<file path="config.mk">
export PLATFORM = sky130hd
export DESIGN_NAME = ppc_mid
export DESIGN_NICKNAME = d
export VERILOG_FILES = /design/src/design/ppc_pkg.sv /design/src/design/ppc_mid.sv
export SDC_FILE = /design/constraint.sdc
export NUM_CORES = 2
export LEC_CHECK = 0
export BUFFER_PORTS_ARGS = -buffer_cell sky130_fd_sc_hd__clkbuf_2
export CAP_MARGIN = 20
export CORE_UTILIZATION = 40
export CTS_CLUSTER_DIAMETER = 30
export DETAILED_ROUTE_END_ITERATION = 8
export GPL_ROUTABILITY_DRIVEN = 0
export GPL_TIMING_DRIVEN = 0
export PLACE_DENSITY = 0.56
export SYNTH_ARGS = -nofsm -noshare
export SYNTH_HDL_FRONTEND = slang
export SYNTH_SLANG_ARGS = --single-unit
</file>
<file path="constraint.sdc">
create_clock -name i_clk -period 20.6 [get_ports i_clk]
set_clock_uncertainty 0.2 [all_clocks]
set_input_delay 3.09 -clock i_clk [delete_from_list [all_inputs] [get_ports i_clk]]
set_output_delay 3.09 -clock i_clk [all_outputs]
set_load 0.01 [all_outputs]
</file>
<file path="src/design/ppc_pkg.sv">
`timescale 1ns / 1ps
`default_nettype none

package ppc_pkg;

    localparam int PPC_RADIUS = 28;
    localparam int CFG_W = 12;

    // Widths below hold for every radius up to 255.
    localparam int K_MAG_W = 22;
    localparam int D_W = 45;
    localparam int NUM_MAG_W = 34;
    localparam int V_MAG_W = 12;

    typedef logic [13:0] t_pos;
    typedef logic signed [11:0] t_vel;
    typedef logic signed [12:0] t_dvel;
    typedef logic signed [K_MAG_W:0] t_k;

    typedef enum logic [0:0] {
        CFG_BOX_WIDTH  = 1'b0,
        CFG_BOX_HEIGHT = 1'b1
    } t_cfg_reg;

    typedef struct packed {
        t_pos a_x;
        t_pos a_y;
        t_vel a_vx;
        t_vel a_vy;
        t_pos b_x;
        t_pos b_y;
        t_vel b_vx;
        t_vel b_vy;
        logic gate_open;
    } t_pair;

    typedef struct packed {
        t_vel  avx;
        t_vel  avy;
        t_vel  bvx;
        t_vel  bvy;
        t_dvel dvx;
        t_dvel dvy;
        logic  reach;
        logic  coll;
    } t_sb1;

    typedef struct packed {
        t_k   k;
        logic reach;
        logic coll;
    } t_sb_u;

    typedef struct packed {
        t_vel avx;
        t_vel avy;
        t_vel bvx;
        t_vel bvy;
    } t_sb_w;

    typedef struct packed {
        t_vel new_a_vx;
        t_vel new_a_vy;
        t_vel new_b_vx;
        t_vel new_b_vy;
        logic past_reach;
        logic collided;
    } t_res;

    function automatic t_vel sat12(input logic signed [35:0] v);
        t_vel r;
        if (v < -36'sd2048) begin
            r = 12'sh800;
        end else if (v > 36'sd2047) begin
            r = 12'sh7FF;
        end else begin
            r = v[11:0];
        end
        return r;
    endfunction

endpackage

`default_nettype wire

</file>
<file path="src/design/ppc_mid.sv">
`timescale 1ns / 1ps
`default_nettype none

module ppc_mid (
    input  wire logic                                 i_clk,
    input  wire logic                                 i_rst_n,
    input  wire logic                                 i_valid,
    output logic                                      o_ready,
    input  wire ppc_pkg::t_k                          i_k,
    input  wire ppc_pkg::t_sb1                        i_sb,
    output logic                                      o_valid,
    input  wire logic                                 i_ready,
    output logic signed [ppc_pkg::D_W:0]              o_d,
    output logic signed [ppc_pkg::NUM_MAG_W:0]        o_numu,
    output logic signed [ppc_pkg::NUM_MAG_W:0]        o_numw,
    output ppc_pkg::t_sb_u                            o_sb_u,
    output ppc_pkg::t_sb_w                            o_sb_w
);
    import ppc_pkg::*;

    logic r_vld1, r_vld2, w_rdy1, w_rdy2;

    logic signed [45:0] r_kk;
    logic signed [35:0] r_kdvy, r_kdvx;
    t_k   r_k;
    t_sb1 r_sb;

    logic signed [D_W:0]       r_d;
    logic signed [NUM_MAG_W:0] r_numu, r_numw;
    t_sb_u r_sb_u;
    t_sb_w r_sb_w;

    assign w_rdy2 = !r_vld2 || i_ready;
    assign w_rdy1 = !r_vld1 || w_rdy2;
    assign o_ready = w_rdy1;
    assign o_valid = r_vld2;

    always_ff @(posedge i_clk) begin
        if (!i_rst_n) begin
            r_vld1 <= 1'b0;
            r_vld2 <= 1'b0;
        end else begin
            if (w_rdy1) r_vld1 <= i_valid;
            if (w_rdy2) r_vld2 <= r_vld1;
        end
    end

    always_ff @(posedge i_clk) begin
        if (w_rdy1) begin
            r_kk <= 46'(i_k) * 46'(i_k);
            r_kdvy <= 36'(i_k) * 36'(i_sb.dvy);
            r_kdvx <= 36'(i_k) * 36'(i_sb.dvx);
            r_k <= i_k;
            r_sb <= i_sb;
        end
        if (w_rdy2) begin
            r_d <= $signed({1'b0, r_kk[D_W-1:0] + D_W'(1)});
            r_numu <= (NUM_MAG_W+1)'(r_sb.dvx) - r_kdvy[NUM_MAG_W:0];
            r_numw <= r_kdvx[NUM_MAG_W:0] + (NUM_MAG_W+1)'(r_sb.dvy);
            r_sb_u.k <= r_k;
            r_sb_u.reach <= r_sb.reach;
            r_sb_u.coll <= r_sb.coll;
            r_sb_w.avx <= r_sb.avx;
            r_sb_w.avy <= r_sb.avy;
            r_sb_w.bvx <= r_sb.bvx;
            r_sb_w.bvy <= r_sb.bvy;
        end
    end

    assign o_d = r_d;
    assign o_numu = r_numu;
    assign o_numw = r_numw;
    assign o_sb_u = r_sb_u;
    assign o_sb_w = r_sb_w;

endmodule

`default_nettype wire

</file>
Word level (Yosys, flattened, before mapping)
Cells that the tools add are included.
{ "totals": {"mem_bits_ro": 0, "word_cells": 34, "mem_bits_rw": 0, "input_bits": 103, "latchBits": 0, "ff_bits": 404, "out_inout_bits": 191, "memories": 0} }
{ "op_classes": {"order_cmp": 0, "n_addsub": 3, "eq_ne": 0, "shifts": 0, "div": 0, "n_mux": 0, "bitwise": 0, "n_reduce_logical": 4, "multipliers": 3} }
{ "ops": {"columns": ["operator", "n"], "rows": [
  ["multiplier 23 x 13 -> 35 bit", 2],
  ["adder 45 x 1 -> 45 bit (second input constant)", 1],
  ["multiplier 23 x 23 -> 45 bit", 1],
  ["adder 35 bit", 1],
  ["subtractor 35 bit", 1],
  ["zero test 1 bit", 2],
  ["logical OR 1 bit", 2]
]} }

Logic depth before layout (Yosys ltp)
{ "logic_depth": {"depth_word": 3, "ltp_mapped": 29, "ltp_nobuf": 27} }

Least setup slack after synthesis
No wires, ideal clock.
{ "synth_path": {"path_type": "input port to output port", "startpoint": "input port i_ready", "endpoint": "output port o_ready", "slack_ns": 9.652, "stages": 2, "path_buffers": 0, "t_required_ns": 17.310, "arrival_ns": 7.658, "cell_sequence": "nor2b_1 > nand2_1"} }
{ "synth_between": {"elab_chain_len": 2} }
{ "synth_rtl": {"columns": ["element", "line", "rtl"], "rows": [
  ["start, declared", "ppc_mid.sv:12", "input wire logic i_ready,"],
  ["logical OR 1 bit", "ppc_mid.sv:33", "assign w_rdy2 = !r_vld2 || i_ready;"],
  ["logical OR 1 bit", "ppc_mid.sv:34", "assign w_rdy1 = !r_vld1 || w_rdy2;"],
  ["end, declared", "ppc_mid.sv:8", "output logic o_ready,"]
]} }
No other way between the ends.

Final worst setup path
{ "layout_path": {"startpoint": "input port i_k[4]", "endpoint": "register r_kk[40] (data pin)"} }
{ "layout_between": {"elab_chain_len": 1} }
{ "layout_rtl": {"columns": ["element", "line", "rtl"], "rows": [
  ["start, declared", "ppc_mid.sv:9", "input wire ppc_pkg::t_k i_k,"],
  ["multiplier 23 x 23 -> 45 bit", "ppc_mid.sv:50", "r_kk <= 46'(i_k) * 46'(i_k);"],
  ["end signal, assigned", "ppc_mid.sv:50", null],
  ["end, declared", "ppc_mid.sv:23", "logic signed [45:0] r_kk;"]
]} }
No other way between the ends.
A chain may end at the register's enable or synchronous reset.

==> flow_summary_export.csv <==
group,metric,value,unit
status,outcome,"finished, final reports clean",
min_path,worstHoldPathCells,0,
clocking,clock-sinks,401,
clocking,cts_resized,0,
critical_path,r2r_slack,16260,ps
sta,fmax,85.1,MHz
cells_and_area,n_fill_cell,12600,
critical_path,rr_endpoint,"o_numu[34]",
routing,viasPerCell,5.06,
floorplan,die_w,366,um
place,port_buffers,292,
synth,ys_seq_elements,401,
clocking,htreeDepth,3,
sta,grt_setup_unrepaired,"no",
synth,ys_async_sr_fraction,0,%
routing,routedWlPerCell,20.5,um
min_path,hold_end,"o_sb_w[32]",
synth,postSynthCellCount,5033,
clocking,cts_tree,"yes",
clocking,cts_made_buffers,108,
clocking,hold_buffers,0,
critical_path,slowest_stage,"clkbuf_1",
routing,drc,0,
synth,synth_area,53000,sq um
grt,gr-usage-met1,28.8,%
clocking,cts_root_buf,"clkbuf_16",
synth,yosysUniqueCellTypes,69,
synth,synth_area_per_cell,10.5,sq um
grt,grt-busiest-layer,"met2",
synth,synth_top_area_share,39.6,%
sta,setup_viol,0,
synth,yosys_warnings,0,
floorplan,dieArea,134000,sq um
clocking,cts_buffer_depth,3,
grt,gr-usage-met2,38.6,%
routing,num_vias,36800,
critical_path,timing.critical_path.from_type,"primary input",
synth,ys_seq_area_share,22.7,%
cells_and_area,multi_input_area,35900,sq um
sta,worstMarginPinSlew,1260,ps
routing,ant_nets,0,
synth,syn_nets,6543,
critical_path,worstPathMaxFanout,10,
routing,drt-total-wl,149,mm
min_path,min_from,"r_sb[60]",
floorplan,core,131000,sq um
cells_and_area,nets,6950,
cells_and_area,fin_cells,7285,
sta,maxSlewViolCount,0,
clocking,cts_setup_buffers,0,
clocking,clk_latency,750,ps
floorplan,initial_core_util,40.3,%
synth,synth.largest_area_cell,"fa_1",
synth,synth_edf_count,399,
place,dp_cells,7084,
grt,grt_antenna_before_repair,19,
synth,ys_top_cells_by_count,"inv_1 (1,145), fa_1 (1,049), nand2_1 (594)",
sta,fin_setup_tns,0,ps
critical_path,crit_top_cell,"fa_1",
job,maxCapViolCount,0,
sta,period_share,57.0,%
grt,grt_overflow_total,0,
grt,met3_usage,5.71,%
sta,min_period,11750,ps
min_path,hp-class,"reg -> reg",
routing,drtIter0Drc,2647,
sta,holdWs,181,ps
grt,grt_pass1_vias,39400,
synth,post-synth-top-count-cell,"inv_1",
critical_path,critPathArrivalTime,12010,ps
critical_path,required,20860,ps
grt,grt_max_degree,101,
critical_path,critical_path.max_stage_delay,910,ps
clocking,clk_pin_slew,50,ps
cells_and_area,syn2layout_area_growth,14.5,%
grt,grt_pass1_wl,230,mm
sta,hold_viol,0,
floorplan,io_pins,294,
synth,synth_ff_type,"edfxtp_1",
place,dp_hpwl,121,mm
synth,netlist_top_cells_area,"fa_1 (40%), edfxtp_1 (23%), ha_1 (8.4%), inv_1 (8.1%), nand2_1 (4.2%)",
critical_path,path_class,"in -> reg",
routing,dr.pass1.iters,5,
sta,relSlewSlack,16.0,%
critical_path,end_kind,"register",
critical_path,r2r_start,"r_sb[27]",
floorplan,placementRows,133,
cells_and_area,layout-drive-gt1-share,9.06,%
critical_path,rr_worst_depth,9,
floorplan,die_height,366,um
cells_and_area,layout.area.seq,12000,sq um
grt,grtUsageTotal,23.0,%
[sequential cells by signal, summed over array words and instances (netlist names)]
register	cells
o_sb_u	25
r_kk	44
r_k	22
o_sb_w	48
r_sb	76
o_valid	1
r_vld1	1
o_d	44
o_numw	35
r_kdvy	35
o_numu	35
r_kdvx	35
[routing by layer]
layer | up-vias | part of all wire, %
met1 | 18900 | 38
met4 | 6 | 3.5
met5 | - | 0.027
met2 | 1395 | 49
li1 | 16200 | -
met3 | 303 | 9.4
[kinds of logic after synthesis]
kind of cell    share of synthesized area (%)
xor+xnor                                 2.99
compound gates                           5.61
buf+inv                                  9.71
fa+ha+maj                                48.0
flops                                    22.7
mux                                    0.0590
simple gates                             10.9
other cells                           0.00707
[critical path: cells and delay by family]
| family | cells | cell delay, ps |
|---|---|---|
| fa+ha+maj | 8 | 3880 |
| buf+inv | 8 | 2190 |
| compound gates | 5 | 1860 |
| simple gates | 4 | 980 |
[cell usage in the layout, fill, tap and decap left out, types with 51 or more instances in the layout]
cell type  synthesis  layout
inv_1           1145    1144
fa_1            1049    1049
nand2_1          594     593
edfxtp_1         399     399
ha_1             358     358
clkbuf_2           0     292
and2_1           288     288
clkbuf_1         215     223
a21oi_1          139     139
xnor2_1          136     136
nor2_1           115     115
clkbuf_16          0     108
o21ai_0           76      76
a21o_1            66      66
nand2b_1          51      51
[through the flow]
step / worst slack (ps) / instance area, sq um / utilization, %
3_3_place_gp: 6000 / 56700 / 43.1
4_1_cts: 8900 / 60700 / 46.2
3_5_place_dp: 8210 / 56800 / 43.2
2_1_floorplan: 9650 / 53000 / -
6_report: 8850 / 60700 / 46.2
5_1_grt: 8560 / 60700 / 46.2
[final cells by class]
type	instances	area share, %
clock buffer	116	4.50
buffer	221	1.38
multi-input combinational	3262	59.1
tap	1755	3.62
sequential	401	19.8
inverter	1149	7.11
clock inverter	82	1.91
antenna	2	0.00824
timing repair buffer	297	2.61
[how the worst max path moves through the flow]
stage | end | start | cells past startpoint
after floorplan | o_ready | i_ready | 2
after global placement | o_ready | i_ready | 4
after detailed placement | r_kk[40] | i_k[4] | 25
after CTS | r_kk[40] | i_k[20] | 24
after global routing | r_kk[40] | i_k[13] | 23
final | r_kk[40] | i_k[4] | 25
Power is not shown: default switching activity piles up to over one toggle a cycle in this logic, so the estimate is an artifact.
