$ cat config.mk
export PLATFORM = sky130hd
export DESIGN_NAME = ppc_back
export DESIGN_NICKNAME = d
export VERILOG_FILES = /design/src/design/ppc_pkg.sv /design/src/design/ppc_back.sv
export SDC_FILE = /design/constraint.sdc
export NUM_CORES = 2
export LEC_CHECK = 0
export BUFFER_PORTS_ARGS = -buffer_cell sky130_fd_sc_hd__buf_4
export CAP_MARGIN = 20
export CORE_ASPECT_RATIO = 2
export CORE_MARGIN = 2
export CORE_UTILIZATION = 35
export CTS_CLUSTER_DIAMETER = 120
export DETAILED_ROUTE_END_ITERATION = 12
export GPL_TIMING_DRIVEN = 0
export PLACE_DENSITY = 0.48
export REMOVE_ABC_BUFFERS = 1
export SYNTH_ARGS = -nofsm -noshare
export SYNTH_HDL_FRONTEND = slang
export SYNTH_SLANG_ARGS = --single-unit
export TNS_END_PERCENT = 1
$ cat constraint.sdc
create_clock -name i_clk -period 15.52 [get_ports i_clk]
set_input_delay 1.552 -clock i_clk [delete_from_list [all_inputs] [get_ports i_clk]]
set_output_delay 1.552 -clock i_clk [all_outputs]
set_load 0.005 [all_outputs]
$ cat src/design/ppc_pkg.sv
`timescale 1ns / 1ps
`default_nettype none

package ppc_pkg;

    localparam int PPC_RADIUS = 28;
    localparam int CFG_W = 12;

    // Widths below hold for every radius up to 255.
    localparam int K_MAG_W = 22;
    localparam int D_W = 45;
    localparam int NUM_MAG_W = 34;
    localparam int V_MAG_W = 12;

    typedef logic [13:0] t_pos;
    typedef logic signed [11:0] t_vel;
    typedef logic signed [12:0] t_dvel;
    typedef logic signed [K_MAG_W:0] t_k;

    typedef enum logic [0:0] {
        CFG_BOX_WIDTH  = 1'b0,
        CFG_BOX_HEIGHT = 1'b1
    } t_cfg_reg;

    typedef struct packed {
        t_pos a_x;
        t_pos a_y;
        t_vel a_vx;
        t_vel a_vy;
        t_pos b_x;
        t_pos b_y;
        t_vel b_vx;
        t_vel b_vy;
        logic gate_open;
    } t_pair;

    typedef struct packed {
        t_vel  avx;
        t_vel  avy;
        t_vel  bvx;
        t_vel  bvy;
        t_dvel dvx;
        t_dvel dvy;
        logic  reach;
        logic  coll;
    } t_sb1;

    typedef struct packed {
        t_k   k;
        logic reach;
        logic coll;
    } t_sb_u;

    typedef struct packed {
        t_vel avx;
        t_vel avy;
        t_vel bvx;
        t_vel bvy;
    } t_sb_w;

    typedef struct packed {
        t_vel new_a_vx;
        t_vel new_a_vy;
        t_vel new_b_vx;
        t_vel new_b_vy;
        logic past_reach;
        logic collided;
    } t_res;

    function automatic t_vel sat12(input logic signed [35:0] v);
        t_vel r;
        if (v < -36'sd2048) begin
            r = 12'sh800;
        end else if (v > 36'sd2047) begin
            r = 12'sh7FF;
        end else begin
            r = v[11:0];
        end
        return r;
    endfunction

endpackage

`default_nettype wire

$ cat src/design/ppc_back.sv
`timescale 1ns / 1ps
`default_nettype none

module ppc_back (
    input  wire logic                           i_clk,
    input  wire logic                           i_rst_n,
    input  wire logic                           i_valid,
    output logic                                o_ready,
    input  wire logic signed [ppc_pkg::V_MAG_W:0] i_ua,
    input  wire logic signed [ppc_pkg::V_MAG_W:0] i_wa,
    input  wire ppc_pkg::t_sb_u                 i_sb_u,
    input  wire ppc_pkg::t_sb_w                 i_sb_w,
    output logic                                o_valid,
    input  wire logic                           i_ready,
    output ppc_pkg::t_res                       o_res
);
    import ppc_pkg::*;

    logic r_vld1, r_vld2, w_rdy1, w_rdy2;

    logic signed [35:0] r_kwa, r_kua;
    logic signed [V_MAG_W:0] r_ua, r_wa;
    t_sb_u r_sb_u;
    t_sb_w r_sb_w;
    t_res  r_res;

    assign w_rdy2 = !r_vld2 || i_ready;
    assign w_rdy1 = !r_vld1 || w_rdy2;
    assign o_ready = w_rdy1;
    assign o_valid = r_vld2;

    always_ff @(posedge i_clk) begin
        if (!i_rst_n) begin
            r_vld1 <= 1'b0;
            r_vld2 <= 1'b0;
        end else begin
            if (w_rdy1) r_vld1 <= i_valid;
            if (w_rdy2) r_vld2 <= r_vld1;
        end
    end

    always_ff @(posedge i_clk) begin
        if (w_rdy1) begin
            r_kwa <= 36'(i_sb_u.k) * 36'(i_wa);
            r_kua <= 36'(i_sb_u.k) * 36'(i_ua);
            r_ua <= i_ua;
            r_wa <= i_wa;
            r_sb_u <= i_sb_u;
            r_sb_w <= i_sb_w;
        end
        if (w_rdy2) begin
            r_res.past_reach <= r_sb_u.reach;
            r_res.collided <= r_sb_u.coll;
            if (r_sb_u.coll) begin
                r_res.new_a_vx <= sat12(36'(r_sb_w.avx) + 36'(r_ua));
                r_res.new_a_vy <= sat12(36'(r_sb_w.avy) + 36'(r_wa));
                r_res.new_b_vx <= sat12(36'(r_sb_w.avx) + r_kwa);
                r_res.new_b_vy <= sat12(36'(r_sb_w.avy) - r_kua);
            end else begin
                r_res.new_a_vx <= r_sb_w.avx;
                r_res.new_a_vy <= r_sb_w.avy;
                r_res.new_b_vx <= r_sb_w.bvx;
                r_res.new_b_vy <= r_sb_w.bvy;
            end
        end
    end

    assign o_res = r_res;

endmodule

`default_nettype wire

; Word level (Yosys, flattened, before mapping)
; Index checks and enable logic that the tools add are counted.
[word_totals]
reg_bits = 200
input_bits = 103
wordCells = 45
[classes]
n_addsub = 4
mul = 2
n_lt_le_gt_ge = 8
n_mux = 9
reduce_logical = 4
[op_table]
columns = operator, n
row1 = two-way mux 12 bit, 8
row2 = "> comparator 36 x 12 -> 1 bit, second input constant", 2
row3 = "less-than comparator 36 x 12 -> 1 bit, second input constant", 2
row4 = multiplier 23 x 13 -> 36 bit, 2
row5 = two-way mux 48 bit, 1
row6 = adder 12 x 36 -> 36 bit, 1
row7 = subtractor 12 x 36 -> 36 bit, 1
row8 = adder 12 x 13 -> 14 bit, 2
row9 = "> comparator 14 x 12 -> 1 bit, second input constant", 2
row10 = "less-than comparator 14 x 12 -> 1 bit, second input constant", 2
row11 = logical NOT 1 bit, 2
row12 = logical OR 1 bit, 2

; Depth between registers and ports, before layout
[depth]
depth_word = 5
depth_mapped = 26
depth_no_buf = 25

; Worst setup path after synthesis
; No wires, ideal clock.
[synth_timing]
path_type = input-to-reg
start = input i_sb_u[4] in the netlist's numbering
end = register r_kwa[35] (data pin)
setup_time_ns = 0.260
arrival_time_ns = 7.401
required_ns = 15.260
path_slack_ns = 7.859
path_stages = 23
n_path_buf = 2
path_cell_list = clkbuf_1 clkbuf_1 nand2_1 fa_1 fa_1 inv_1 fa_1 fa_1 fa_1 fa_1 ha_1 a21o_1 a21oi_1 o22a_1 o311a_1 o21ai_0 a21o_1 a21oi_1 o22ai_1 o41ai_1 o2111ai_1 a21oi_1 xnor2_1
[synth_via]
elab_chain_cells = 1
[synth_lines]
columns = item, line_no
row1 = from (decl), ppc_back.sv:11  ; input wire ppc_pkg::t_sb_u i_sb_u,
row2 = multiplier 23 x 13 -> 36 bit, ppc_back.sv:44  ; r_kwa <= 36'(i_sb_u.k) * 36'(i_wa);
row3 = to (signal assigned), ppc_back.sv:44
row4 = to (decl), ppc_back.sv:21  ; logic signed [35:0] r_kwa, r_kua;
; No other way between the ends.
; A chain may end at the register's enable or synchronous reset.

; Final worst setup path
[layout_timing]
start = input i_sb_u[9] in the netlist's numbering
end = register r_kwa[35] (data pin)
; Same word-level chain as after synthesis.

==> flow_summary.json <==
{
  "outcome": "finished, final reports clean",
  "ys_seq_area_share_pct": 18.5,
  "critical_path_required_ns": 15.74,
  "initial_core_util_pct": 35.3,
  "cpMostUsedCell": "fa_1",
  "die_w_um": 219,
  "cap_violations": 0,
  "drtAntennaViolNets": 0,
  "drt_drc_violations_left": 0,
  "synth.distinct_cells": 94,
  "min_path_cells": 0,
  "drt-wirelength-per-cell_um": 19.6,
  "r2r-end": "o_res[3]",
  "drv_slew": 0,
  "holdPathEnd": "o_res[1]",
  "max-vdd-ir-drop_mv": 0.209,
  "top_usage_layer": "met2",
  "async_reset_ff_share_pct": 0,
  "root_buffer": "clkbuf_16",
  "crit_family": "adder cells",
  "dr_total_vias": 23390,
  "fin_hold_ws_ns": 0.423,
  "critPathLaunchType": "input port",
  "finalHoldViolations": 0,
  "final.setup.worst_slack_ns": 7.49,
  "drt_iter0_drc": 999,
  "cts_buffer_depth": 2,
  "postCtsSetupBuffers": 0,
  "path_buf_inv": 5,
  "synth_top_area_share_pct": 33.8,
  "cellPowerDensity_nw_per_um2": 257,
  "drt_pass1_iterations": 5,
  "relSlewSlack_pct": 29.9,
  "met1_usage_pct": 19.2,
  "layout-drive-gt1-share_pct": 7.84,
  "synthCells": 3319,
  "reg2reg_depth": 16,
  "coreArea_sq_um": 91700,
  "ys_warn_count": 0,
  "grt_max_degree": 65,
  "critPathMaxStageDelay_ns": 0.59,
  "skew_ns": 0.0129,
  "finalPower_w": 0.00909,
  "rsz0062_at_grt": "false",
  "clkLatencyLatePin_ns": 0.49,
  "routabilityCongestion": 0.822,
  "nets": 4286,
  "rr_startpoint": "r_sb_w[24]",
  "port_buffers": 154,
  "dp_hpwl_um": 70800,
  "dp_worst_setup_slack_ns": 6.96,
  "worstPathArrival_ns": 8.25,
  "fmax_mhz": 125,
  "cpMaxStageDelayCell": "o41ai_1",
  "hold_buffers": 0,
  "final_common_cell": "inv_1",
  "ys.flop_type": "edfxtp_1",
  "grt_util_met3_pct": 1.63,
  "track_usage_pct": 19.8,
  "p_leak_nw": 16.5,
  "antenna_found_initial": 0,
  "postSynthAreaPerCell_sq_um": 9.77,
  "setup_viol": 0,
  "cts_resized": 0,
  "setup_tns_ns": 0,
  "synth_top_cell_by_area": "fa_1",
  "area_growth_pct": 8.99,
  "cts_tree": "done",
  "critical_path_class": "in2reg",
  "fp-row-count": 157,
  "ios": 155,
  "tightestPinTransition_ns": 1.05,
  "fp.dieArea_sq_um": 95200,
  "min_period_ns": 8.03,
  "grt_pass1_wl_um": 143000,
  "fin_crit_sh_pct": 51.8,
  "synth_area_leaders": "fa_1, edfxtp_1, ha_1, inv_1, nand2_1",
  "drt-total-wl_um": 89700,
  "finish.utilization_pct": 38.5,
  "grt_use_met2_pct": 41.4,
  "syn-cell-area_sq_um": 32400,
  "die_y_um": 434,
  "ff2ff_setup_slack_ns": 10.38,
  "grt_pass1_vias": 26139,
  "mostFrequentLayoutCells": "inv_1, fa_1, nand2_1",
  "cts_buffers": 17,
  "clk_pin_slew_worst_paths_ns": 0.07,
  "worstPathMaxFanout": 26,
  "synth-seq-cells": 200,
  "cts.sinks": 200,
  "hp-start": "r_sb_u[1]",
  "viasPerCell": 5.12,
  "grt.overflow.total": 0,
  "htreeDepth": 4,
  "min_path_type": "reg2reg",
  "synth-edff-count": 198,
  "end_kind": "flop"
}
[report_power, final]
group	internal [W]	total, W	switching [W]	leakage, nW
Clock	0.000262	0.000496	0.000234	0.305
Sequential	0.00113	0.00118	0.0000570	2.11
Combinational	0.00330	0.00741	0.00411	14.0
Total	0.00469	0.00909	0.00440	16.5
[synthesized netlist by cell type, types with 5 or more instances]
master,instances
inv_1,559
fa_1,548
nand2_1,418
ha_1,270
and2_1,212
edfxtp_1,198
a21oi_1,129
clkbuf_1,124
nor2_1,124
xnor2_1,114
o21ai_0,73
a21o_1,47
nand3_1,41
nor3_1,31
xor2_1,30
nand2b_1,29
o21a_1,28
o21bai_1,23
a211oi_1,22
nor2b_1,22
o221a_2,22
and3_1,15
nand4_1,12
o31ai_1,12
a31oi_1,11
nor2_2,10
o211ai_1,10
o21ai_1,10
or3_1,10
o22ai_1,9
o2bb2ai_2,9
a211o_1,6
a2bb2oi_1,6
nor4_1,6
a21boi_0,5
a221oi_1,5
a22oi_1,5
and4_1,5
buf_2,5
o2111ai_1,5
o2bb2ai_1,5
o31a_1,5
or4_1,5
[how the worst max path moves through the flow]
stage / endpoint / depth (start not counted) / slack [ns] / from
2_1_floorplan: r_kwa[35] / 22 / 8.14 / i_wa[1]
3_3_place_gp: o_ready / 4 / 6.81 / i_ready
3_5_place_dp: r_kwa[35] / 25 / 6.96 / i_sb_u[9]
4_1_cts: r_kwa[35] / 25 / 7.48 / i_sb_u[9]
5_1_grt: r_kwa[35] / 25 / 7.01 / i_sb_u[6]
6_report: r_kwa[35] / 25 / 7.49 / i_sb_u[9]
[state kept, by name, summed over array words and instances, names as in the netlist]
signal and count:
r_kua 36, r_sb_u 2, r_sb_w 48, r_kwa 36
r_vld1 1, o_res 50, r_ua 13, r_wa 13
o_valid 1
[per-stage QoR]
step,cell area [sq um],std cells
2_1_floorplan,31900,3185
3_3_place_gp,34500,4531
3_5_place_dp,34700,4536
4_1_cts,35300,4568
5_1_grt,35300,4570
6_report,35300,4571
[kinds of logic (layout without fill, tap and decap cells)]
logic type / after synthesis / in the layout / share of synthesized area (%)
and+or+nand+nor: 966 / 966 / 14.5
adders and majority gates: 818 / 818 / 44.3
buffers and inverters: 695 / 754 / 8.12
AOI/OAI and AO/OA: 492 / 492 / 10.7
DFF: 200 / 200 / 18.5
xor gates and xnor gates: 144 / 144 / 3.89
muxes: 4 / 4 / 0.127
other: 0 / 1 / 0
[layer usage]
layer	wire [um]	up-vias
met5	0	-
met4	3790	0
met3	1900	148
met2	53100	390
met1	30900	12041
li1	-	10811
[final cells by class]
class                           count  area [sq um]
Fill cell                        9295         56400
Multi-Input combinational cell   2424         23800
Antenna cell                        1          2.50
Inverter                          561          2110
Clock buffer                       18           429
Timing Repair Buffer              161          1300
Clock inverter                     14           209
Tap cell                         1192          1490
Sequential cell                   200          5990
No activity file was read; power rests on OpenSTA's default activity.
