## config.mk

```make
export PLATFORM = sky130hd
export DESIGN_NAME = ppc_div
export DESIGN_NICKNAME = d
export VERILOG_FILES = /design/src/design/ppc_div.sv
export SDC_FILE = /design/constraint.sdc
export NUM_CORES = 2
export LEC_CHECK = 0
export BUFFER_PORTS_ARGS = -buffer_cell sky130_fd_sc_hd__clkbuf_2
export CORE_ASPECT_RATIO = 1.75
export CORE_MARGIN = 1.5
export CORE_UTILIZATION = 63
export CTS_BUF_LIST = sky130_fd_sc_hd__clkbuf_16
export CTS_CLUSTER_DIAMETER = 50
export CTS_CLUSTER_SIZE = 40
export DETAILED_ROUTE_END_ITERATION = 10
export PLACE_DENSITY = 0.77
export SYNTH_ARGS = -nofsm -noshare
export SYNTH_HDL_FRONTEND = slang
export SYNTH_SLANG_ARGS = --single-unit
export TNS_END_PERCENT = 10
```

## constraint.sdc

```tcl
create_clock -name i_clk -period 7.76 [get_ports i_clk]
set_clock_uncertainty 0.15 [all_clocks]
set_input_delay 1.552 -clock i_clk [delete_from_list [all_inputs] [get_ports i_clk]]
set_output_delay 1.552 -clock i_clk [all_outputs]
set_load 0.02 [all_outputs]
```

## src/design/ppc_div.sv

```systemverilog
`timescale 1ns / 1ps
`default_nettype none

module ppc_div #(
    parameter int NUM_W = 22,
    parameter int DEN_W = 22,
    parameter int Q_W = 22,
    parameter type t_sb = logic
) (
    input  wire logic                  i_clk,
    input  wire logic                  i_rst_n,
    input  wire logic                  i_valid,
    output logic                       o_ready,
    input  wire logic signed [NUM_W:0] i_num,
    input  wire logic signed [DEN_W:0] i_den,
    input  wire t_sb                   i_sb,
    output logic                       o_valid,
    input  wire logic                  i_ready,
    output logic signed [Q_W:0]        o_quo,
    output t_sb                        o_sb
);
    localparam int NS = Q_W + 2;
    localparam int CW = DEN_W + Q_W;

    logic             r_vld [NS];
    logic             w_rdy [NS+1];
    logic [NUM_W-1:0] r_rem [Q_W+1];
    logic [DEN_W-1:0] r_den [Q_W+1];
    logic [Q_W-1:0]   r_q   [Q_W+1];
    logic             r_neg [Q_W+1];
    t_sb              r_sb  [NS];
    logic signed [Q_W:0] r_quo;

    logic signed [NUM_W:0] w_nabs;
    logic signed [DEN_W:0] w_dabs;

    assign w_nabs = i_num[NUM_W] ? -i_num : i_num;
    assign w_dabs = i_den[DEN_W] ? -i_den : i_den;

    assign w_rdy[NS] = i_ready;
    genvar g;
    generate
        for (g = 0; g < NS; g++) begin : g_rdy
            assign w_rdy[g] = !r_vld[g] || w_rdy[g+1];
        end
    endgenerate

    always_ff @(posedge i_clk) begin
        if (!i_rst_n) begin
            for (int s = 0; s < NS; s++) begin
                r_vld[s] <= 1'b0;
            end
        end else begin
            if (w_rdy[0]) r_vld[0] <= i_valid;
            for (int s = 1; s < NS; s++) begin
                if (w_rdy[s]) r_vld[s] <= r_vld[s-1];
            end
        end
    end

    always_ff @(posedge i_clk) begin
        if (w_rdy[0]) begin
            r_rem[0] <= w_nabs[NUM_W-1:0];
            r_den[0] <= w_dabs[DEN_W-1:0];
            r_q[0] <= '0;
            r_neg[0] <= i_num[NUM_W] ^ i_den[DEN_W];
            r_sb[0] <= i_sb;
        end
    end

    generate
        for (g = 1; g <= Q_W; g++) begin : g_step
            logic [CW-1:0] w_sh, w_rm;
            logic          w_ge;
            logic [Q_W-1:0] n_q;
            assign w_sh = CW'(r_den[g-1]) << (Q_W - g);
            assign w_rm = CW'(r_rem[g-1]);
            assign w_ge = w_rm >= w_sh;
            always_comb begin
                n_q = r_q[g-1];
                n_q[Q_W-g] = w_ge;
            end
            always_ff @(posedge i_clk) begin
                if (w_rdy[g]) begin
                    r_rem[g] <= w_ge ? NUM_W'(w_rm - w_sh) : r_rem[g-1];
                    r_den[g] <= r_den[g-1];
                    r_q[g] <= n_q;
                    r_neg[g] <= r_neg[g-1];
                    r_sb[g] <= r_sb[g-1];
                end
            end
        end
    endgenerate

    always_ff @(posedge i_clk) begin
        if (w_rdy[NS-1]) begin
            r_quo <= r_neg[Q_W] ? -$signed({1'b0, r_q[Q_W]}) : $signed({1'b0, r_q[Q_W]});
            r_sb[NS-1] <= r_sb[Q_W];
        end
    end

    assign o_ready = w_rdy[0];
    assign o_valid = r_vld[NS-1];
    assign o_quo = r_quo;
    assign o_sb = r_sb[NS-1];

endmodule

`default_nettype wire

```

Yosys cells after proc, flatten, opt, wreduce, memory -nomap -nowiden
Memories as Yosys holds them, arrays and structs flattened. Index checks and enable logic that the tools add are counted.

Reductions and logical operators: 48. Multiplexer cells: 146. Bitwise logic cells: 25. $lt $le $gt $ge: 22. Add/subtract/negate cells: 25.

Operator list (count): 2-to-1 mux 22 bit (25); subtractor 22 bit (22); 2-to-1 mux 1 bit (121); negation 22 bit (2); greater-or-equal comparator 22 x 43 -> 1 bit (1); greater-or-equal comparator 22 x 42 -> 1 bit (1); greater-or-equal comparator 22 x 41 -> 1 bit (1); greater-or-equal comparator 22 x 40 -> 1 bit (1); greater-or-equal comparator 22 x 39 -> 1 bit (1); greater-or-equal comparator 22 x 38 -> 1 bit (1); greater-or-equal comparator 22 x 37 -> 1 bit (1); greater-or-equal comparator 22 x 36 -> 1 bit (1); greater-or-equal comparator 22 x 35 -> 1 bit (1); greater-or-equal comparator 22 x 34 -> 1 bit (1); greater-or-equal comparator 22 x 33 -> 1 bit (1); greater-or-equal comparator 22 x 32 -> 1 bit (1); greater-or-equal comparator 22 x 31 -> 1 bit (1); greater-or-equal comparator 22 x 30 -> 1 bit (1); greater-or-equal comparator 22 x 29 -> 1 bit (1); greater-or-equal comparator 22 x 28 -> 1 bit (1); greater-or-equal comparator 22 x 27 -> 1 bit (1); greater-or-equal comparator 22 x 26 -> 1 bit (1); greater-or-equal comparator 22 x 25 -> 1 bit (1); greater-or-equal comparator 22 x 24 -> 1 bit (1); 7 further kinds (76).

Flip-flop bits (word level): 23. Bits in writable memories: 1589. Memories kept: 6.

Memories: r_den (words 23, bits a word 22, rd ports 22, clocked after Yosys merged registers in 0, wr ports 23, RTL line 28) `logic [DEN_W-1:0] r_den [Q_W+1];`; r_q (words 23, bits a word 22, rd ports 23, clocked after Yosys merged registers in 0, wr ports 23, RTL line 29) `logic [Q_W-1:0] r_q [Q_W+1];`; r_rem (words 23, bits a word 22, rd ports 22, clocked after Yosys merged registers in 0, wr ports 23, RTL line 27) `logic [NUM_W-1:0] r_rem [Q_W+1];`; r_sb (words 24, bits a word 1, rd ports 24, clocked after Yosys merged registers in 0, wr ports 24, RTL line 31) `t_sb r_sb [NS];`; r_vld (words 24, bits a word 1, rd ports 24, clocked after Yosys merged registers in 0, wr ports 24, RTL line 25) `logic r_vld [NS];`; r_neg (words 23, bits a word 1, rd ports 23, clocked after Yosys merged registers in 0, wr ports 23, RTL line 30) `logic r_neg [Q_W+1];`.

Depth between registers and ports, before layout
An unclocked memory read counts as a cell.

Depth after elaboration: 30. Mapped depth: 12. Mapped depth without buffers: 11.

Worst setup path before layout
OpenSTA, ideal clock, no wires.

Kind: input -> register. Start: input i_ready. End: memory r_vld[7][0], in the netlist r_vld[0][7], data pin. Buffers on the path: 1. Library setup time: 0.139 ns. Stages on the path: 10. Slack: 0.624 ns. Arrival: 6.846 ns. Cell sequence: and3b_1 and4_1 and3_1 buf_2 inv_1 nor2_1 inv_1 nor2_1 nand2_1 and3_1.

RTL lines: start, declared (RTL line 18) `input wire logic i_ready,`; end, declared (RTL line 25).

Final worst setup path
Start: input i_ready. End: output o_ready.

Longest elaborated chain between the ends: 24.

RTL lines: logical OR 1 bit (24 in series) (RTL line 44) `assign w_rdy[g] = !r_vld[g] || w_rdy[g+1];`; end, declared (RTL line 13) `output logic o_ready,`.

Every way passes these cells.

==> results.cfg <==
[placed_design]
gp_congestion = 1.01
dp_hpwl_um = 88800
io_buffers = 76

[timing]
finalCritPeriodShare = 0.758
final.setup.tns_ns = 0
slew_viol_final = 0
rsz0062_at_grt = false
post-route-min-period_ns = 5.88
fmax_ghz = 0.170
tightest_slew_ns = 1.41
finalHoldViolCount = 0
max-slew-margin-rel = 0.0437
setup_violations = 0

[setup_path]
start_kind = input port
crit_buf_inv = 3
crit_top_cell = and3_1
crit_cells = 10
arrival_ns = 4.18
r2r-start = r_den[1][132]$_DFFE_PP_
endpoint = o_ready
timing.rr.end = r_rem[1][161]$_DFFE_PP_
crit_start = i_ready
required_ns = 6.06
crit_family = simple AND/OR/NAND/NOR gates
reg2reg_depth = 10
critPathCaptureType = output port
crit_chain = clkbuf_2, and3b_1, and4_1, and3_1, and3_1, and3_1, and2_1, nand3_2, buf_4, clkbuf_2
crit_path_top_delay_cell = and3_1
slowest_delay_ns = 0.45
worst-setup-path-type = in -> out
r2r_slack_ns = 3.21
worstPathMaxFanout = 48

[die]
start_util = 0.634
ios = 77
dieWidth_um = 229
die_y_um = 399
core.rowCount = 145
die_area_um2 = 91500
fp.coreArea_um2 = 89100

[layout]
antennaDiodeCount = 0
area_growth_pct = 7.68
drive_gt1_frac = 0.107
fill_cells = 5888
utilization = 0.683
nNetsFinal = 4214

[synth]
synthDistinctLibCells = 87
synthCells = 3754
synthesis.nets = 4081
seq_area_frac_synth = 0.699
synth-main-ff-cell = edfxtp_1
synth_area_um2 = 56500
syn_area_per_cell_um2 = 15.0
ys_ff_latch = 1315
synth-async-reset-ratio = 0
synth_enable_flop_cells = 1314
yosys_warnings = 0

[min_path]
hp-class = reg -> reg

[routing]
drtIter0Drc = 1550
routed_via_density = 6.00
final_antenna_net_count = 0
finalWirelength_um = 116000
drtPass1Iterations = 5
wl_per_cell_um = 22.8
drc = 0
vias = 30691

[grt]
overflow = 0
grt_max_degree = 66
grt_pass1_vias = 32914
grt_use_total = 0.259
grt_pass1_wl_um = 173000
antenna_found_initial = 4

[cts]
cts_root_buffer = clkbuf_16
cts_buffers = 67
htreeDepth = 3
clk_pin_slew_ns = 0.12
cts-resized-gates = 0
clockBufferDepth = 3
cts_tree = built
clk_latency_ns = 0.71
cts_setup_buffers = 0
hold_buffers = 0
cts_sinks = 1315

[power_and_ir_drop]
vdd_drop_max_v = 0.000211
power_leakage_uw = 0.0242
p_per_area_nw_per_um2 = 269

[status]
run_status = complete, no violations

[flow_run]
drv_cap = 0
[flip-flops by register name (all words and copies together) (netlist names)]
register,count
r_sb,24
r_den,484
r_neg,23
r_rem,484
o_quo,23
r_q,253
r_vld,24
[how the worst min path moves through the flow]
stage,start,endpoint,slack (ns),cells after the start
after floorplan,r_neg[0][0]$_DFFE_PP_,r_neg[0][1]$_DFFE_PP_,0.25,0
after global placement,r_q[15][14]$_DFFE_PP_,r_q[16][14]$_DFFE_PP_,0.25,0
after detailed placement,r_neg[0][1]$_DFFE_PP_,r_neg[1][0]$_DFFE_PP_,0.25,0
after CTS,r_q[11][14]$_DFFE_PP_,r_q[12][14]$_DFFE_PP_,0.26,0
after global routing,r_sb[6][0]$_DFFE_PP_,r_sb[6][1]$_DFFE_PP_,0.27,0
final,r_q[11][14]$_DFFE_PP_,r_q[12][14]$_DFFE_PP_,0.26,0
[cell usage in the layout, fill, tap and decap left out, drive strengths merged, types with 20 or more instances in the layout]
master and n:
xnor2 151, o21a 29, nor4 87, nand2 194, clkbuf 145, nand4 40
nor2 152, and3 32, clkinv 29, xor2 52, a21o 54, ha 256
mux2 139, nand2b 49, edfxtp 1314, buf 27, mux2i 35, inv 378
fa 20, o21ai 170, a21boi 20, nor3 45, nand3 51, a21oi 113
o31ai 36, nor2b 53
[layer usage]
metal | global-route usage | wire (um)
met3 | 0.0455 | 3910
met1 | 0.167 | 29000
met2 | 0.545 | 69700
met4 | 0.265 | 13600
met5 | 0 | 53
[cells in the mapped netlist (9+ instances only)]
cell type  count  area, um^2
a211oi_1      14         105
a21boi_0      18         135
o21bai_1       9        67.6
nor4_1        87         544
nand4_1       40         250
inv_1        360        1350
xnor2_1      151        1320
clkbuf_1      22        82.6
xor2_1        52         455
or2_2         11        68.8
fa_1          20         400
a31oi_1       18         113
and3_1        32         200
mux2_4        16         240
nand2_1      194         728
and2_1        17         106
o31ai_1       32         240
nand2b_1      49         307
mux2i_1       35         350
ha_1         256        3200
o211ai_1       9        67.6
nand4b_1       9        78.8
o21ai_0      161         806
o21ai_1        9        45.0
a21oi_1      107         536
or4_1         17         128
or3_1         15        93.8
mux2_2       123        1390
o41ai_1       13         114
nand3_1       51         255
nor3_1        44         220
nor2_1       151         567
edfxtp_1    1314       39500
nor4b_1       19         166
nor2b_1       53         332
a21o_1        54         405
nor3b_1       10        75.1
and4_1        11        96.3
o21a_1        29         218
[kinds of logic after synthesis]
group,count (synthesis),synth area share
buf+inv,400,0.0275
fa+ha+maj,276,0.0638
mux,174,0.0350
compound gates,566,0.0670
simple gates,820,0.0761
xor+xnor,203,0.0315
flops,1315,0.699
[layout make-up]
class / count / area (um^2) / share of cell area
sequential: 1315 / 39500 / 0.649
multi-input combinational: 2039 / 15500 / 0.255
timing repair buffer: 103 / 583 / 0.00959
clock inverter: 51 / 702 / 0.0115
tap: 1176 / 1470 / 0.0242
inverter: 361 / 1360 / 0.0223
clock buffer: 69 / 1730 / 0.0284
[metrics by stage]
| stage | cell area, um^2 | setup slack [ns] | instances | power, uW | hold WS, ns |
|---|---|---|---|---|---|
| final | 60800 | 1.88 | 5114 | 16400 | 0.260 |
| after global routing | 60800 | 1.64 | 5114 | 17000 | 0.270 |
| after CTS | 60800 | 1.86 | 5114 | 16400 | 0.257 |
| after detailed placement | 58400 | 1.88 | 4994 | 12200 | 0.255 |
| after global placement | 58400 | 1.91 | 4994 | 12000 | 0.250 |
| after floorplan | 56500 | 0.624 | 3754 | 11200 | 0.250 |
[worst register-to-register path: stages (launching register included)]
cell and delay, ns:
edfxtp_1 0.53, ha_1 0.32, fa_1 0.42, nor2b_1 0.11, o21ai_0 0.09, a21boi_0 0.29, o21ai_0 0.21, a21oi_1 0.49
a21oi_1 0.15, a21oi_2 0.91, mux2i_1 0.62
[report_power, final]
group          switching [uW]  internal, uW
Combinational            1710          1290
Sequential                436          8620
Clock                    2420          1880
Total                    4560         11800
(Power assumes the default switching activity.)
