--- src/design/ppc_pkg.sv ---
`timescale 1ns / 1ps
`default_nettype none

package ppc_pkg;

    localparam int PPC_RADIUS = 28;
    localparam int CFG_W = 12;

    // Widths below hold for every radius up to 255.
    localparam int K_MAG_W = 22;
    localparam int D_W = 45;
    localparam int NUM_MAG_W = 34;
    localparam int V_MAG_W = 12;

    typedef logic [13:0] t_pos;
    typedef logic signed [11:0] t_vel;
    typedef logic signed [12:0] t_dvel;
    typedef logic signed [K_MAG_W:0] t_k;

    typedef enum logic [0:0] {
        CFG_BOX_WIDTH  = 1'b0,
        CFG_BOX_HEIGHT = 1'b1
    } t_cfg_reg;

    typedef struct packed {
        t_pos a_x;
        t_pos a_y;
        t_vel a_vx;
        t_vel a_vy;
        t_pos b_x;
        t_pos b_y;
        t_vel b_vx;
        t_vel b_vy;
        logic gate_open;
    } t_pair;

    typedef struct packed {
        t_vel  avx;
        t_vel  avy;
        t_vel  bvx;
        t_vel  bvy;
        t_dvel dvx;
        t_dvel dvy;
        logic  reach;
        logic  coll;
    } t_sb1;

    typedef struct packed {
        t_k   k;
        logic reach;
        logic coll;
    } t_sb_u;

    typedef struct packed {
        t_vel avx;
        t_vel avy;
        t_vel bvx;
        t_vel bvy;
    } t_sb_w;

    typedef struct packed {
        t_vel new_a_vx;
        t_vel new_a_vy;
        t_vel new_b_vx;
        t_vel new_b_vy;
        logic past_reach;
        logic collided;
    } t_res;

    function automatic t_vel sat12(input logic signed [35:0] v);
        t_vel r;
        if (v < -36'sd2048) begin
            r = 12'sh800;
        end else if (v > 36'sd2047) begin
            r = 12'sh7FF;
        end else begin
            r = v[11:0];
        end
        return r;
    endfunction

endpackage

`default_nettype wire

--- src/design/ppc_front.sv ---
`timescale 1ns / 1ps
`default_nettype none

module ppc_front #(
    parameter int RADIUS = ppc_pkg::PPC_RADIUS
) (
    input  wire logic                        i_clk,
    input  wire logic                        i_rst_n,
    input  wire logic [ppc_pkg::CFG_W-1:0]   i_box_width,
    input  wire logic [ppc_pkg::CFG_W-1:0]   i_box_height,
    input  wire logic                        i_valid,
    output logic                             o_ready,
    input  wire ppc_pkg::t_pair              i_pair,
    output logic                             o_valid,
    input  wire logic                        i_ready,
    output ppc_pkg::t_k                      o_num,
    output ppc_pkg::t_k                      o_den,
    output ppc_pkg::t_sb1                    o_sb
);
    import ppc_pkg::*;

    localparam logic signed [14:0] TWO_R = 15'(2 * RADIUS);
    localparam logic [30:0] NEAR_LIM = 31'(4 * RADIUS * RADIUS);

    logic r_vld1, r_vld2, r_vld3;
    logic w_rdy1, w_rdy2, w_rdy3;

    logic [13:0] w_wdt, w_hgt;
    logic [15:0] w_ay3, w_by3, w_h1, w_h2;
    logic        w_straddle, n_blocked;
    logic signed [14:0] n_dx, n_dy;
    t_dvel n_dvx, n_dvy;

    logic r_blocked1;
    logic signed [14:0] r_dx, r_dy;
    t_sb1 r_sb1;

    logic r_blocked2, r_past2;
    logic signed [29:0] r_dxx, r_dyy;
    logic signed [27:0] r_p1, r_p2, r_p3, r_p4;
    t_sb1 r_sb2;

    logic signed [30:0] w_dist;
    logic signed [28:0] w_m, w_n;
    t_k   r_num, r_den;
    t_sb1 r_sb3;

    assign w_rdy3 = !r_vld3 || i_ready;
    assign w_rdy2 = !r_vld2 || w_rdy3;
    assign w_rdy1 = !r_vld1 || w_rdy2;
    assign o_ready = w_rdy1;
    assign o_valid = r_vld3;

    assign w_wdt = {i_box_width, 2'b00};
    assign w_hgt = {i_box_height, 2'b00};
    assign w_straddle = ({i_pair.a_x, 1'b0} <= {1'b0, w_wdt})
                     && ({i_pair.b_x, 1'b0} >= {1'b0, w_wdt});
    assign w_ay3 = {2'b00, i_pair.a_y} + {1'b0, i_pair.a_y, 1'b0};
    assign w_by3 = {2'b00, i_pair.b_y} + {1'b0, i_pair.b_y, 1'b0};
    assign w_h1 = {2'b00, w_hgt};
    assign w_h2 = {1'b0, w_hgt, 1'b0};
    assign n_blocked = w_straddle && (!i_pair.gate_open || w_ay3 < w_h1 || w_by3 < w_h1
                                      || w_ay3 > w_h2 || w_by3 > w_h2);
    assign n_dx = $signed({1'b0, i_pair.b_x}) - $signed({1'b0, i_pair.a_x});
    assign n_dy = $signed({1'b0, i_pair.b_y}) - $signed({1'b0, i_pair.a_y});
    assign n_dvx = 13'(i_pair.b_vx) - 13'(i_pair.a_vx);
    assign n_dvy = 13'(i_pair.b_vy) - 13'(i_pair.a_vy);

    assign w_dist = 31'(r_dxx) + 31'(r_dyy);
    assign w_m = 29'(r_p1) + 29'(r_p2);
    assign w_n = 29'(r_p3) - 29'(r_p4);

    always_ff @(posedge i_clk) begin
        if (!i_rst_n) begin
            r_vld1 <= 1'b0;
            r_vld2 <= 1'b0;
            r_vld3 <= 1'b0;
        end else begin
            if (w_rdy1) r_vld1 <= i_valid;
            if (w_rdy2) r_vld2 <= r_vld1;
            if (w_rdy3) r_vld3 <= r_vld2;
        end
    end

    always_ff @(posedge i_clk) begin
        if (w_rdy1) begin
            r_blocked1 <= n_blocked;
            r_dx <= n_dx;
            r_dy <= n_dy;
            r_sb1.avx <= i_pair.a_vx;
            r_sb1.avy <= i_pair.a_vy;
            r_sb1.bvx <= i_pair.b_vx;
            r_sb1.bvy <= i_pair.b_vy;
            r_sb1.dvx <= n_dvx;
            r_sb1.dvy <= n_dvy;
            r_sb1.reach <= 1'b0;
            r_sb1.coll <= 1'b0;
        end
        if (w_rdy2) begin
            r_blocked2 <= r_blocked1;
            r_past2 <= r_dx > TWO_R;
            r_dxx <= 30'(r_dx) * 30'(r_dx);
            r_dyy <= 30'(r_dy) * 30'(r_dy);
            r_p1 <= 28'(r_dx) * 28'(r_sb1.dvx);
            r_p2 <= 28'(r_dy) * 28'(r_sb1.dvy);
            r_p3 <= 28'(r_dy) * 28'(r_sb1.dvx);
            r_p4 <= 28'(r_dx) * 28'(r_sb1.dvy);
            r_sb2 <= r_sb1;
        end
        if (w_rdy3) begin
            r_num <= w_n[K_MAG_W:0];
            r_den <= w_m[K_MAG_W:0];
            r_sb3.avx <= r_sb2.avx;
            r_sb3.avy <= r_sb2.avy;
            r_sb3.bvx <= r_sb2.bvx;
            r_sb3.bvy <= r_sb2.bvy;
            r_sb3.dvx <= r_sb2.dvx;
            r_sb3.dvy <= r_sb2.dvy;
            r_sb3.reach <= !r_blocked2 && r_past2;
            r_sb3.coll <= !r_blocked2 && !r_past2 && ($unsigned(w_dist) <= NEAR_LIM)
                          && w_m[28];
        end
    end

    assign o_num = r_num;
    assign o_den = r_den;
    assign o_sb = r_sb3;

endmodule

`default_nettype wire

--- config.mk ---
export PLATFORM = sky130hd
export DESIGN_NAME = ppc_front
export DESIGN_NICKNAME = d
export VERILOG_FILES = /design/src/design/ppc_pkg.sv /design/src/design/ppc_front.sv
export SDC_FILE = /design/constraint.sdc
export NUM_CORES = 2
export LEC_CHECK = 0
export BUFFER_PORTS_ARGS = -buffer_cell sky130_fd_sc_hd__clkbuf_2
export CELL_PAD_IN_SITES_DETAIL_PLACEMENT = 2
export CELL_PAD_IN_SITES_GLOBAL_PLACEMENT = 2
export CORE_ASPECT_RATIO = 1.5
export CORE_UTILIZATION = 39
export CTS_BUF_LIST = sky130_fd_sc_hd__clkbuf_4
export DETAILED_ROUTE_END_ITERATION = 6
export HOLD_SLACK_MARGIN = 0.02
export PLACE_DENSITY_LB_ADDON = 0.1
export SYNTH_ARGS = -nofsm -noshare
export SYNTH_HDL_FRONTEND = slang
export SYNTH_SLANG_ARGS = --single-unit
--- constraint.sdc ---
create_clock -name i_clk -period 7.1 [get_ports i_clk]
set_input_delay 0.71 -clock i_clk [delete_from_list [all_inputs] [get_ports i_clk]]
set_output_delay 0.71 -clock i_clk [all_outputs]
set_load 0.02 [all_outputs]
Yosys cells after proc, flatten, opt, wreduce, memory -nomap -nowiden --
Cells that the tools add are included.
Word-level totals: flip-flop bits (word level) 468, input port bits 133, output and inout port bits 124, logic and storage cells 78
Operators by class: add/subtract/negate cells 9, multiply operators 6, $lt $le $gt $ge 8, reduce and logical (&&, ||, !) cells 19
Operators with widths (number):
- $mul 15x15->30 | 2
- $mul 15x13->28 | 2
- $mul 15x13->23 | 2
- $add 14x15->16 | 2
- $gt 16x15->1 | 2
- $lt 16x14->1 | 2
- $add 30x30->31 | 1
- $le 31x12->1 const B | 1
- $sub 14x14->15 | 2
- $add 28x28->29 | 1
- $sub 12x12->13 | 2
- $sub 23x23->23 | 1
- $ge 15x14->1 | 1
- $gt 15x7->1 const B | 1
- $le 15x14->1 | 1
- $logic_or 1x1->1 | 7
- $logic_and 1x1->1 | 6
- $logic_not 1->1 | 6

Longest topological paths before layout --
depth in word-level cells 7, mapped depth 27, depth with buffers taken out 25

Least setup slack after synthesis --
No wires, ideal clock.
kind in2reg, start input i_ready, end register r_blocked2 (enable), arrival 4.810 ns, data required time 5.271 ns, path slack 0.461 ns, stages 2, cells stage by stage nor2b_1 nand2_1
Between the ends: word-level cells in the longest chain between the ends 2
Ends and longest elaborated chain:
- start: declaration | line ppc_front.sv:15 | input wire logic i_ready,
- $logic_or 1x1->1 | line ppc_front.sv:48 | assign w_rdy3 = !r_vld3 || i_ready;
- $logic_or 1x1->1 | line ppc_front.sv:49 | assign w_rdy2 = !r_vld2 || w_rdy3;
- net w_rdy2 | line ppc_front.sv:26 | logic w_rdy1, w_rdy2, w_rdy3;
- end signal: assignment | line ppc_front.sv:100 | r_blocked2 <= r_blocked1;
- end: declaration | line ppc_front.sv:38 | logic r_blocked2, r_past2;
The timed path passes the listed nets, and every way through them passes these cells. A chain may end at the register's enable or synchronous reset.

Worst setup path after layout --
start register r_sb1[20] (netlist name), end register r_p1[26], data pin
Between the ends: word-level cells in the longest chain between the ends 1
Ends and longest elaborated chain:
- start: declaration | line ppc_front.sv:36 | t_sb1 r_sb1;
- $mul 15x13->28 | line ppc_front.sv:104 | r_p1 <= 28'(r_dx) * 28'(r_sb1.dvx);
- end signal: assignment | line ppc_front.sv:104
- end: declaration | line ppc_front.sv:40 | logic signed [27:0] r_p1, r_p2, r_p3, r_p4;
No other way between the ends.

==> impl_metrics.csv <==
group,metric,value,unit
job,cap_viol_max_count,0,
clocking,clock-sinks,466,
cells_and_area,finalNonFillerCells,9043,
detailed_routing,drc,0,
placement,globalplace.congestion,0.834,
floorplan,die_w,334,um
timing,fmax,146,MHz
setup_path,cp_max_fo,12,
global_routing,grt_pass1_vias,55600,
timing,fin_skew,74.1,ps
floorplan,io_pins,257,
floorplan,start_util,39.3,%
detailed_routing,via_per_inst,5.09,
clocking,clockBufferDepth,3,
clocking,clockRootBuffer,"clkbuf_4",
timing,setup_viol,0,
run_status,status,"finished clean",
cells_and_area,mostFrequentLayoutCell,"inv_1",
min_path,min_path_type,"input pin to flop",
detailed_routing,met2_length,117000,um
cells_and_area,stdcell_area,71700,um^2
yosys,synth_nets,8258,
detailed_routing,wl_per_cell,22.2,um
detailed_routing,antenna_left,0,
clocking,clk_latency,1140,ps
cells_and_area,nNetsFinal,8717,
cells_and_area,drive_gt1_share,10.0,%
detailed_routing,top_layer,"met4",
global_routing,grt_max_degree,99,
setup_path,crit_slowest_cell,"edfxtp_1",
clocking,path_clk_slew,80,ps
setup_path,timing.critical_path.mode_cell,"fa_1",
floorplan,design.die.area,167000,um^2
setup_path,critPathRequiredTime,7960,ps
placement,hpwl,166000,um
timing,hold_viol_final,0,
global_routing,gr-total-overflow,0,
cells_and_area,final_core_util,43.7,%
timing,rsz0062_at_grt,"no",
detailed_routing,m1WireLength,69000,um
global_routing,antenna_found_initial,3,
setup_path,cpPeakStageDelay,760,ps
placement,dp_slack,-59.1,ps
cells_and_area,area_growth,11.4,%
clocking,cts_tree,"yes",
placement,dp_cells,8726,
global_routing,grtUsageTotal,24.9,%
yosys,ys.flop_type,"edfxtp_1",
placement,portBuffers,256,
timing,min_period,6860,ps
floorplan,row_count,182,
clocking,numCtsBuffers,132,
detailed_routing,wl_met3,3800,um
yosys,synth.yosys.seq_area_share,21.7,%
timing,slew_headroom,30.1,%
floorplan,fp.dieH,500,um
timing,drv_slew,0,
timing,fin_ws,242,ps
setup_path,worst_setup_path_start_kind,"flop",
yosys,ys_types,90,
setup_path,crit_type,"flop to flop",
detailed_routing,num_vias,46000,
setup_path,crit_chain,"nand2_1 -> fa_1 -> fa_1 -> fa_1 -> inv_1 -> fa_1 -> inv_1 -> fa_1 -> inv_1 -> ha_1 -> ha_1 -> or3_4 -> nor3_2 -> a2111oi_4 -> o31ai_1 -> a21oi_1 -> a41oi_1 -> a21oi_1 -> a21oi_1 -> o21bai_1 -> xor2_1",
cells_and_area,mostFrequentLayoutCells,"1460 x inv_1, 1071 x fa_1, 668 x ha_1",
clocking,h-tree-depth,4,
placement,placed_area,69100,um^2
yosys,ys_ff_latch,466,
yosys,synthCells,6386,
timing,worstMarginPinSlew,1040,ps
setup_path,cp-end-kind,"flop",
yosys,async_flop_share,0,%
detailed_routing,first_pass_iters,5,
detailed_routing,totalWireLength,201000,um
floorplan,fp.coreArea,164000,um^2
yosys,synth_area,64400,um^2
global_routing,grt_pass1_wl,315000,um
detailed_routing,drtIter0Drc,1336,
yosys,synth_warnings,0,
setup_path,worstPathArrival,7720,ps
yosys,synth_edf_count,463,
yosys,syn_area_per_cell,10.1,um^2
timing,timing.final.crit_share,96.6,%
-- cells by family after synthesis --
kind of cell	count (synthesis)	share of synthesized area [%]
compound gates	621	6.55
buf+inv	1670	9.74
xor+xnor	286	3.89
flops	466	21.7
simple gates	1596	11.7
mux	8	0.132
fa+ha+maj	1739	46.3
-- cells in the mapped netlist, drive strengths merged (5+ instances only) --
cell type / instances / share of area [%]
a2111oi: 8 / 0.14
a211o: 7 / 0.095
a211oi: 33 / 0.40
a21boi: 30 / 0.35
a21o: 64 / 0.75
a21oi: 153 / 1.2
a31o: 12 / 0.16
a31oi: 17 / 0.17
a41oi: 7 / 0.095
and2: 371 / 3.6
and3: 12 / 0.12
buf: 7 / 0.043
clkbuf: 198 / 1.2
edfxtp: 463 / 22
fa: 1071 / 33
ha: 668 / 13
inv: 1462 / 8.5
nand2: 659 / 3.8
nand2b: 41 / 0.40
nand3: 47 / 0.37
nand4: 21 / 0.20
nand4b: 5 / 0.068
nor2: 280 / 1.6
nor2b: 59 / 0.57
nor3: 50 / 0.40
nor4: 11 / 0.12
o2111ai: 5 / 0.068
o211ai: 8 / 0.093
o21a: 54 / 0.63
o21ai: 126 / 0.99
o21bai: 25 / 0.29
o311a: 5 / 0.078
o31a: 5 / 0.068
o31ai: 13 / 0.17
o41ai: 9 / 0.20
or2: 7 / 0.068
or3: 23 / 0.23
xnor2: 224 / 3.0
xor2: 62 / 0.84
-- layer usage --
| layer | GRT usage, % | vias up |
|---|---|---|
| met5 | 0 | - |
| met1 | 24.5 | 24200 |
| met3 | 2.07 | 312 |
| li1 | - | 20800 |
| met4 | 12.8 | 0 |
| met2 | 50.8 | 672 |
-- sequential cells by signal, indices dropped and copies added (netlist names), 23 cells and up --
| signal | flops |
|---|---|
| o_den | 23 |
| o_num | 23 |
| o_sb | 76 |
| r_dxx | 29 |
| r_dyy | 29 |
| r_p1 | 28 |
| r_p2 | 28 |
| r_p3 | 23 |
| r_p4 | 23 |
| r_sb1 | 74 |
| r_sb2 | 74 |
-- cell type report --
class / count / area (um^2)
Timing Repair Buffer: 530 / 3770
Tap cell: 2116 / 2650
Sequential cell: 466 / 14000
Multi-Input combinational cell: 4250 / 44200
Fill cell: 17500 / 92200
Inverter: 1465 / 5500
Clock buffer: 167 / 1250
Clock inverter: 47 / 348
Antenna cell: 2 / 5.00
-- metrics by stage --
| stage | hold slack, ps | TNS [ps] |
|---|---|---|
| finish | 213 | 0 |
| CTS | 21.3 | 0 |
| detailed placement | 405 | -59.1 |
| global route | 134 | 0 |
| global placement | 401 | 0 |
| floorplan | 400 | 0 |
-- worst max-delay path, delay by kind of cell, from the launching register on --
family	cells	cell delay [ps]
buffers and inverters	3	170
DFF	1	760
and+or+nand+nor	3	850
AOI/OAI and AO/OA	7	1520
adders and majority gates	7	3110
xor gates and xnor gates	1	160
-- worst paths after layout --
| path | start | endpoint | slack (ps) | cells after the start |
|---|---|---|---|---|
| worst max-delay path | r_sb1[20] | r_p1[26] | 240 | 21 |
| worst min register to register | r_sb2[69] | o_sb[69] | 390 | 0 |
| worst max register to register | r_sb1[20] | r_p1[26] | 240 | 21 |
| worst min-delay path | i_pair[52] | r_dx[14] | 210 | 4 |
-- repair_timing --
item / 4_1_cts / 5_1_grt
gates resized for setup: 0 / 3
setup endpoints to repair: 2 / 7
setup buffers: 7 / 15
hold buffers: 79 / 0
endpoints found under the hold margin: 83 / 0
Power is not shown: default switching activity piles up to over one toggle a cycle in this logic, so the estimate is an artifact.
